<file path="src/hw/rtl/ipchb_pkg.sv">
`timescale 1ns / 1ps
`default_nettype none

package ipchb_pkg;

   // Width of the wrapping tick counter and of the deadline.
   localparam int TimeBits = 32;
   localparam int RegBits  = 20;
   localparam int CntBits  = 32;

   // Acknowledgement state that marks a finished request.
   localparam logic [7:0] AckComplete = 8'd2;

   // Reset values of the configuration registers.
   localparam logic [RegBits-1:0] HbIntervalReset = 20'd200;
   localparam logic [RegBits-1:0] RetryDelayReset = 20'd10;

   typedef logic [TimeBits-1:0] time_type;
   typedef logic [CntBits-1:0]  count_type;
   typedef logic [RegBits-1:0]  reg_type;

   // Configuration register indexes.
   typedef enum logic {
      CSR_HB_INTERVAL = 1'b0,
      CSR_RETRY_DELAY = 1'b1
   } csr_index_type;

   // Item operation codes.
   typedef enum logic [1:0] {
      OP_TICK     = 2'd0,
      OP_POWER_UP = 2'd1,
      OP_HB_DONE  = 2'd2
   } op_type;

   // Result status codes.
   typedef enum logic [2:0] {
      ST_OK        = 3'd0,
      ST_BUSY      = 3'd1,
      ST_BAD_ACK   = 3'd2,
      ST_TRANSPORT = 3'd3,
      ST_REJECTED  = 3'd4
   } status_type;

   typedef struct packed {
      logic [1:0] operation;
      logic       transport_ok;
      logic       ack_present;
      logic [7:0] ack_state;
      logic       mailbox_accepts;
   } req_type;

   typedef struct packed {
      logic       send_heartbeat;
      logic       armed;
      logic       send_pending;
      logic [2:0] status_code;
      logic       failure_report;
      count_type  failure_count;
      count_type  submission_count;
      count_type  completion_count;
   } rsp_type;

   // Judges a completion: the transport must succeed and the acknowledgement
   // must be present and report completion.
   function automatic status_type judge(input req_type item);
      status_type res;
      if (!item.transport_ok) begin
         res = ST_TRANSPORT;
      end else if (!item.ack_present || item.ack_state != AckComplete) begin
         res = ST_BAD_ACK;
      end else begin
         res = ST_OK;
      end
      return res;
   endfunction

endpackage

`default_nettype wire

</file>
<file path="src/hw/rtl/ipc_heartbeat_scheduler.sv">
`timescale 1ns / 1ps
`default_nettype none

// Heartbeat scheduler for an inter-processor link.
// Items arrive on the req_ channel (valid/ready): a tick, a power-up
// completion or a heartbeat completion. Every item gives exactly one result
// on the rsp_ channel, showing the scheduler state after that item and
// whether a heartbeat send was issued.
// An accepted item is held in an input register, evaluated by a single
// compare-and-increment stage against the state registers, and its result
// is loaded into the output register as the item moves on; rsp_valid rises
// as the result is loaded.
// Throughput is one item per cycle while results are taken; the output register
// takes a new result whenever it is empty or its result is being taken.
// When the receiver stalls, the output register holds its result and the
// input register keeps one more item; req_ready falls only when both are
// full and rsp_ready is low.
// Synchronous reset clears time, deadline, flags and counters, empties both
// registers and restores the interval to 200 and the retry delay to 10 ticks.
// Configuration writes on the csr_ port take effect at once and are meant
// to be made while no item is in flight.
module ipc_heartbeat_scheduler (
   input  wire logic                      clock,
   input  wire logic                      reset,
   input  wire logic                      req_valid,
   output logic                           req_ready,
   input  wire ipchb_pkg::req_type        req_data,
   output logic                           rsp_valid,
   input  wire logic                      rsp_ready,
   output ipchb_pkg::rsp_type             rsp_data,
   input  wire logic                      csr_write_en,
   input  wire ipchb_pkg::csr_index_type  csr_index,
   input  wire ipchb_pkg::reg_type        csr_wdata
);

   // Handshake and pipeline control.
   logic                  in_vld_ff;
   ipchb_pkg::req_type    in_ff;
   logic                  out_vld_ff;
   ipchb_pkg::rsp_type    out_ff;
   logic                  advance;

   // Configuration registers.
   ipchb_pkg::reg_type    hb_interval_ff;
   ipchb_pkg::reg_type    retry_delay_ff;

   // Scheduler state and its next values.
   ipchb_pkg::time_type   tick_ff, tick_in;
   ipchb_pkg::time_type   deadline_ff, deadline_in;
   logic                  enabled_ff, enabled_in;
   logic                  pending_ff, pending_in;
   ipchb_pkg::status_type last_result_ff, last_result_in;
   ipchb_pkg::count_type  failures_ff, failures_in;
   ipchb_pkg::count_type  submissions_ff, submissions_in;
   ipchb_pkg::count_type  completions_ff, completions_in;

   // Per-item evaluation signals.
   ipchb_pkg::time_type   tick_next;
   ipchb_pkg::time_type   due_diff;
   ipchb_pkg::count_type  fail_inc;
   logic                  sent;
   logic                  report;
   ipchb_pkg::rsp_type    out_in;

   // The held item moves on when the output register is free or draining.
   assign advance   = in_vld_ff && (!out_vld_ff || rsp_ready);
   assign req_ready = !in_vld_ff || advance;
   assign rsp_valid = out_vld_ff;
   assign rsp_data  = out_ff;

   // Input register.
   always_ff @(posedge clock) begin
      if (reset) begin
         in_vld_ff <= 1'b0;
      end else if (req_ready) begin
         in_vld_ff <= req_valid;
      end
      if (req_valid && req_ready) begin
         in_ff <= req_data;
      end
   end

   // Configuration registers.
   always_ff @(posedge clock) begin
      if (reset) begin
         hb_interval_ff <= ipchb_pkg::HbIntervalReset;
         retry_delay_ff <= ipchb_pkg::RetryDelayReset;
      end else if (csr_write_en) begin
         unique case (csr_index)
            ipchb_pkg::CSR_HB_INTERVAL: hb_interval_ff <= csr_wdata;
            ipchb_pkg::CSR_RETRY_DELAY: retry_delay_ff <= csr_wdata;
         endcase
      end
   end

   // Evaluation of the held item against the current state.
   always_comb begin
      tick_in        = tick_ff;
      deadline_in    = deadline_ff;
      enabled_in     = enabled_ff;
      pending_in     = pending_ff;
      last_result_in = last_result_ff;
      failures_in    = failures_ff;
      submissions_in = submissions_ff;
      completions_in = completions_ff;
      sent           = 1'b0;
      report         = 1'b0;

      tick_next = tick_ff + ipchb_pkg::time_type'(1);
      due_diff  = tick_next - deadline_ff;
      fail_inc  = failures_ff + ipchb_pkg::count_type'(1);

      unique case (in_ff.operation)
         ipchb_pkg::OP_TICK: begin
            tick_in = tick_next;
            // The poll runs only while armed and with no send outstanding.
            if (enabled_ff && !pending_ff) begin
               if (last_result_ff != ipchb_pkg::ST_OK) begin
                  failures_in    = fail_inc;
                  report         = (fail_inc & (fail_inc - ipchb_pkg::count_type'(1)))
                                   == '0;
                  last_result_in = ipchb_pkg::ST_OK;
               end
               // Due once the signed distance to the deadline is not negative.
               if (!due_diff[ipchb_pkg::TimeBits-1]) begin
                  if (in_ff.mailbox_accepts) begin
                     sent           = 1'b1;
                     pending_in     = 1'b1;
                     last_result_in = ipchb_pkg::ST_BUSY;
                     submissions_in = submissions_ff + ipchb_pkg::count_type'(1);
                     deadline_in    = tick_next + ipchb_pkg::time_type'(hb_interval_ff);
                  end else begin
                     last_result_in = ipchb_pkg::ST_REJECTED;
                     deadline_in    = tick_next + ipchb_pkg::time_type'(retry_delay_ff);
                  end
               end
            end
         end
         ipchb_pkg::OP_POWER_UP: begin
            if (ipchb_pkg::judge(in_ff) == ipchb_pkg::ST_OK) begin
               last_result_in = ipchb_pkg::ST_OK;
               deadline_in    = tick_ff + ipchb_pkg::time_type'(hb_interval_ff);
               enabled_in     = 1'b1;
            end
         end
         ipchb_pkg::OP_HB_DONE: begin
            last_result_in = ipchb_pkg::judge(in_ff);
            completions_in = completions_ff + ipchb_pkg::count_type'(1);
            pending_in     = 1'b0;
         end
         default: begin
            // Unused operation code: state is left as it is.
         end
      endcase

      out_in.send_heartbeat   = sent;
      out_in.armed            = enabled_in;
      out_in.send_pending     = pending_in;
      out_in.status_code      = last_result_in;
      out_in.failure_report   = report;
      out_in.failure_count    = failures_in;
      out_in.submission_count = submissions_in;
      out_in.completion_count = completions_in;
   end

   // State registers, updated as each item moves to the output register.
   always_ff @(posedge clock) begin
      if (reset) begin
         tick_ff        <= '0;
         deadline_ff    <= '0;
         enabled_ff     <= 1'b0;
         pending_ff     <= 1'b0;
         last_result_ff <= ipchb_pkg::ST_OK;
         failures_ff    <= '0;
         submissions_ff <= '0;
         completions_ff <= '0;
      end else if (advance) begin
         tick_ff        <= tick_in;
         deadline_ff    <= deadline_in;
         enabled_ff     <= enabled_in;
         pending_ff     <= pending_in;
         last_result_ff <= last_result_in;
         failures_ff    <= failures_in;
         submissions_ff <= submissions_in;
         completions_ff <= completions_in;
      end
   end

   // Output register.
   always_ff @(posedge clock) begin
      if (reset) begin
         out_vld_ff <= 1'b0;
      end else if (advance) begin
         out_vld_ff <= 1'b1;
      end else if (rsp_ready) begin
         out_vld_ff <= 1'b0;
      end
      if (advance) begin
         out_ff <= out_in;
      end
   end

endmodule

`default_nettype wire

</file>
<file path="config.mk">
export PLATFORM = sky130hd
export DESIGN_NAME = ipc_heartbeat_scheduler
export DESIGN_NICKNAME = d
export VERILOG_FILES = /design/src/hw/rtl/ipchb_pkg.sv /design/src/hw/rtl/ipc_heartbeat_scheduler.sv
export SDC_FILE = /design/constraint.sdc
export NUM_CORES = 1
export LEC_CHECK = 0
export BUFFER_PORTS_ARGS = -buffer_cell sky130_fd_sc_hd__buf_2
export CORE_UTILIZATION = 28
export CTS_BUF_LIST = sky130_fd_sc_hd__clkbuf_16
export DETAILED_ROUTE_END_ITERATION = 10
export PLACE_DENSITY = 0.46
export SYNTH_ARGS = -nofsm -noshare
export SYNTH_HDL_FRONTEND = slang
export SYNTH_SLANG_ARGS = --single-unit
</file>
<file path="constraint.sdc">
create_clock -name clock -period 5.4 [get_ports clock]
set_input_delay 1.35 -clock clock [delete_from_list [all_inputs] [get_ports clock]]
set_output_delay 1.35 -clock clock [all_outputs]
set_load 0.01 [all_outputs]
</file>
==> impl_metrics.toml <==
[hold_path]
min_to = "retry_delay_ff[19]"
min_path_type = "flip-flop to flip-flop"
hold_path_depth = 2
hp-start = "retry_delay_ff[19]"

[yosys]
synth-seq-cells = 323
async_flop_share_pct = 0
synthFlopType = "dfxtp_1"
syn_nets = 2359
syn-instance-count = 2242
avgSynthCellArea_sq_um = 8.618
yosys_warnings = 0
synth_top_area_cell = "dfxtp_1"
ys_types = 90
syn-cell-area_sq_mm = 0.01932
yosys.area.top_type_share_pct = 21.45
synthTopCellsByArea = "dfxtp_1, edfxtp_1, xnor2_1, xor2_1, nand2_1"
synth_edf_count = 116
synth_seq_area_share_pct = 39.48

[layout]
fin_nets = 2446
layout_common_cells = "nand2_1, nor2_1, dfxtp_1"
diodes = 0
area_delta_synth_final_pct = 14.60
final_common_cell = "nand2_1"
drive_gt1_share_pct = 12.41
fin_util_pct = 32.68

[power_and_ir_drop]
p_comb_share_pct = 5.1
total_power_mw = 5.550
ir_drop_mv = 0.1889
p_seq_share_pct = 47.1
clockPowerShare_pct = 47.8
intPower_mw = 4.204
leakage_nw = 8.220
p_sw_share_pct = 24.26
cellPowerDensity_mw_per_mm2 = 250.7
netSwitchingPower_mw = 1.346

[worst_setup_path]
cp_num_buf_inv = 2
arrival_ps = 5310
start_kind = "flip-flop"
end_kind = "flip-flop"
reg2reg_slack_ps = 560
crit_slowest_cell = "nor4_1"
r2r-end = "deadline_ff[26]"
worstPathRequired_ps = 5870
r2r_cells = 17
cpPeakStageDelay_ps = 620
r2r_start = "tick_ff[9]"
path_cells = "nand4_2, nor4_1, nand2_1, nor2_1, xor2_1, ha_1, a21o_1, a21o_1, a21oi_1, o21ai_0, a221oi_2, buf_4, mux2_2, nor2_2, buf_12, nor2_1, a32o_1"
path_max_fanout = 30
cp_top_family = "simple AND/OR/NAND/NOR gates"
path_class = "flip-flop to flip-flop"

[clock_network]
cts_buffer_depth = 3
clkTransAtPathRegs_ps = 60
htree_levels = 2
cts-root-buf = "clkbuf_16"
clk_latency_ps = 580
clkSinkCount = 323
cts_tree = "done"
cts_buffers = 41

[floorplanning]
dieWidth_um = 264.7
start_util_pct = 28.52
dieArea_sq_mm = 0.07006
pin_count = 144
core_sq_mm = 0.06775
die_h_um = 264.7
rows = 95

[sta]
maxSlewHeadroom_pct = 39.30
rsz0062_at_grt = "no"
tns_ps = 0
hold_viol = 0
drv_slew = 0
setup_viol = 0
layout_setup_ws_ps = 556.4
fin_crit_ps = 4844
max_clock_freq_mhz = 206.5
tightest_slew_ps = 909.5
clock_skew_ps = 42.96
fin_crit_sh_pct = 89.70

[route]
wl_per_cell_um = 16.95
drc = 0
drt_iter0_markers = 827
viasPerCell = 5.027
wl_um = 54820
antenna_left = 0
vias = 16260
dr.pass1.iters = 7

[grt]
grt_pass1_vias = 15640
grt_max_degree = 77
grt.total_usage_pct = 15.43
antenna_found_initial = 0
grt_pass1_wl_um = 87240
grt.overflow.total = 0

[placed_design]
hpwl_um = 39390
gp_congestion = 0.8643
portBuffers = 143
dp_slack_ps = 206.2

[run]
maxCapViolCount = 0

[run_status]
status = "finished, final reports clean"
timing repair:
action | CTS | global route
setup buffers | 0 | 0
gates resized for setup | 0 | 2
endpoints found under the setup margin | 0 | 33
hold buffers | 0 | 0
power groups by stage:
stage / Combinational [mW] / Clock (mW) / Sequential, mW
3_5_place_dp: 0.288 / 0 / 2.66
5_1_grt: 0.316 / 2.86 / 2.62
4_1_cts: 0.289 / 2.76 / 2.61
2_1_floorplan: 0.155 / 0 / 2.68
6_report: 0.284 / 2.65 / 2.61
3_3_place_gp: 0.286 / 0 / 2.66
metrics by stage:
| step | cell area (sq um) | cells | hold slack (ps) |
|---|---|---|---|
| finish | 22140 | 3234 | 452.7 |
| global route | 22140 | 3234 | 465.2 |
| detailed placement | 20840 | 3159 | 446.5 |
| global placement | 20840 | 3159 | 442.6 |
| CTS | 22130 | 3234 | 454.8 |
| floorplan | 19320 | 2242 | 431.9 |
worst register-to-register path: stages (launching register included):
cell and delay [ps]:
dfxtp_1 520, nand4_2 190, nor4_1 620, nand2_1 190
nor2_1 320, xor2_1 260, ha_1 300, a21o_1 160
a21o_1 170, a21oi_1 200, o21ai_0 180, a221oi_2 300
buf_4 220, mux2_2 360, nor2_2 160, buf_12 200
nor2_1 120, a32o_1 260
worst max-delay path by stage:
stage / start / end / slack, ps / cells past startpoint
2_1_floorplan: rsp_ready / last_result_ff[0] / 90 / 6
3_3_place_gp: tick_ff[0] / rsp_data[33] / 370 / 17
3_5_place_dp: tick_ff[0] / rsp_data[52] / 210 / 19
4_1_cts: tick_ff[0] / rsp_data[52] / 200 / 19
5_1_grt: tick_ff[17] / rsp_data[52] / 100 / 18
6_report: tick_ff[9] / deadline_ff[26] / 560 / 17
final cells by class:
class                   instances  area, sq um
clock buffers                  41         1026
multi-input cells            1722        10910
flip-flops and latches        323         7627
repair buffers                174        967.2
well taps                     873         1092
clock inverters                34        265.3
fillers                      7156        45610
inverters                      67        256.5
sequential cells by signal, indices dropped and copies added, names as in the netlist:
name and count:
retry_delay_ff 20, enabled_ff 1, completions_ff 32, pending_ff 1, submissions_ff 32, hb_interval_ff 20, failures_ff 32, rsp_data 103
tick_ff 32, in_ff 13, last_result_ff 3, rsp_valid 1, in_vld_ff 1, deadline_ff 32
cells in the mapped netlist (5+ instances only):
| cell | number |
|---|---|
| o21a_1 | 12 |
| nand2b_1 | 16 |
| a21boi_0 | 6 |
| a211o_1 | 8 |
| and2_1 | 12 |
| mux2_2 | 23 |
| nor2b_1 | 14 |
| buf_1 | 7 |
| o22ai_1 | 5 |
| dfxtp_1 | 207 |
| edfxtp_1 | 116 |
| a32o_1 | 5 |
| buf_2 | 16 |
| xor2_1 | 121 |
| inv_1 | 64 |
| nand2_1 | 280 |
| nor3_1 | 47 |
| ha_1 | 76 |
| o311ai_0 | 5 |
| clkbuf_1 | 97 |
| nand4_1 | 58 |
| nand3_1 | 92 |
| and4_1 | 17 |
| or3_1 | 39 |
| o31ai_1 | 8 |
| a21o_1 | 30 |
| a311oi_1 | 6 |
| a31oi_1 | 18 |
| a211oi_1 | 38 |
| o2111ai_1 | 6 |
| o21bai_1 | 5 |
| nor4_1 | 22 |
| xnor2_1 | 143 |
| or2_2 | 6 |
| nor2_1 | 218 |
| o211ai_1 | 12 |
| o21ai_0 | 91 |
| a31o_2 | 7 |
| nand4b_1 | 5 |
| a21oi_1 | 147 |
| and3_1 | 44 |
kinds of logic (layout without fill, tap and decap cells):
group / Yosys count / in the layout / synth area share (%)
AOI/OAI and AO/OA: 454 / 454 / 15.15
xor gates and xnor gates: 265 / 265 / 12.05
adders and majority gates: 78 / 78 / 5.129
buffers and inverters: 197 / 316 / 4.203
DFF: 323 / 323 / 39.48
muxes: 27 / 27 / 1.548
and+or+nand+nor: 898 / 898 / 22.45
layer usage:
| layer | share of wire (%) | GRT usage [%] | vias up |
|---|---|---|---|
| li1 | - | - | 8178 |
| met1 | 47 | 20.84 | 7687 |
| met2 | 46 | 25.39 | 319 |
| met3 | 4.3 | 2.490 | 72 |
| met4 | 2.2 | 4.218 | 0 |
| met5 | 0 | 0 | - |
Note: power is estimated with default switching activity, not from simulation.
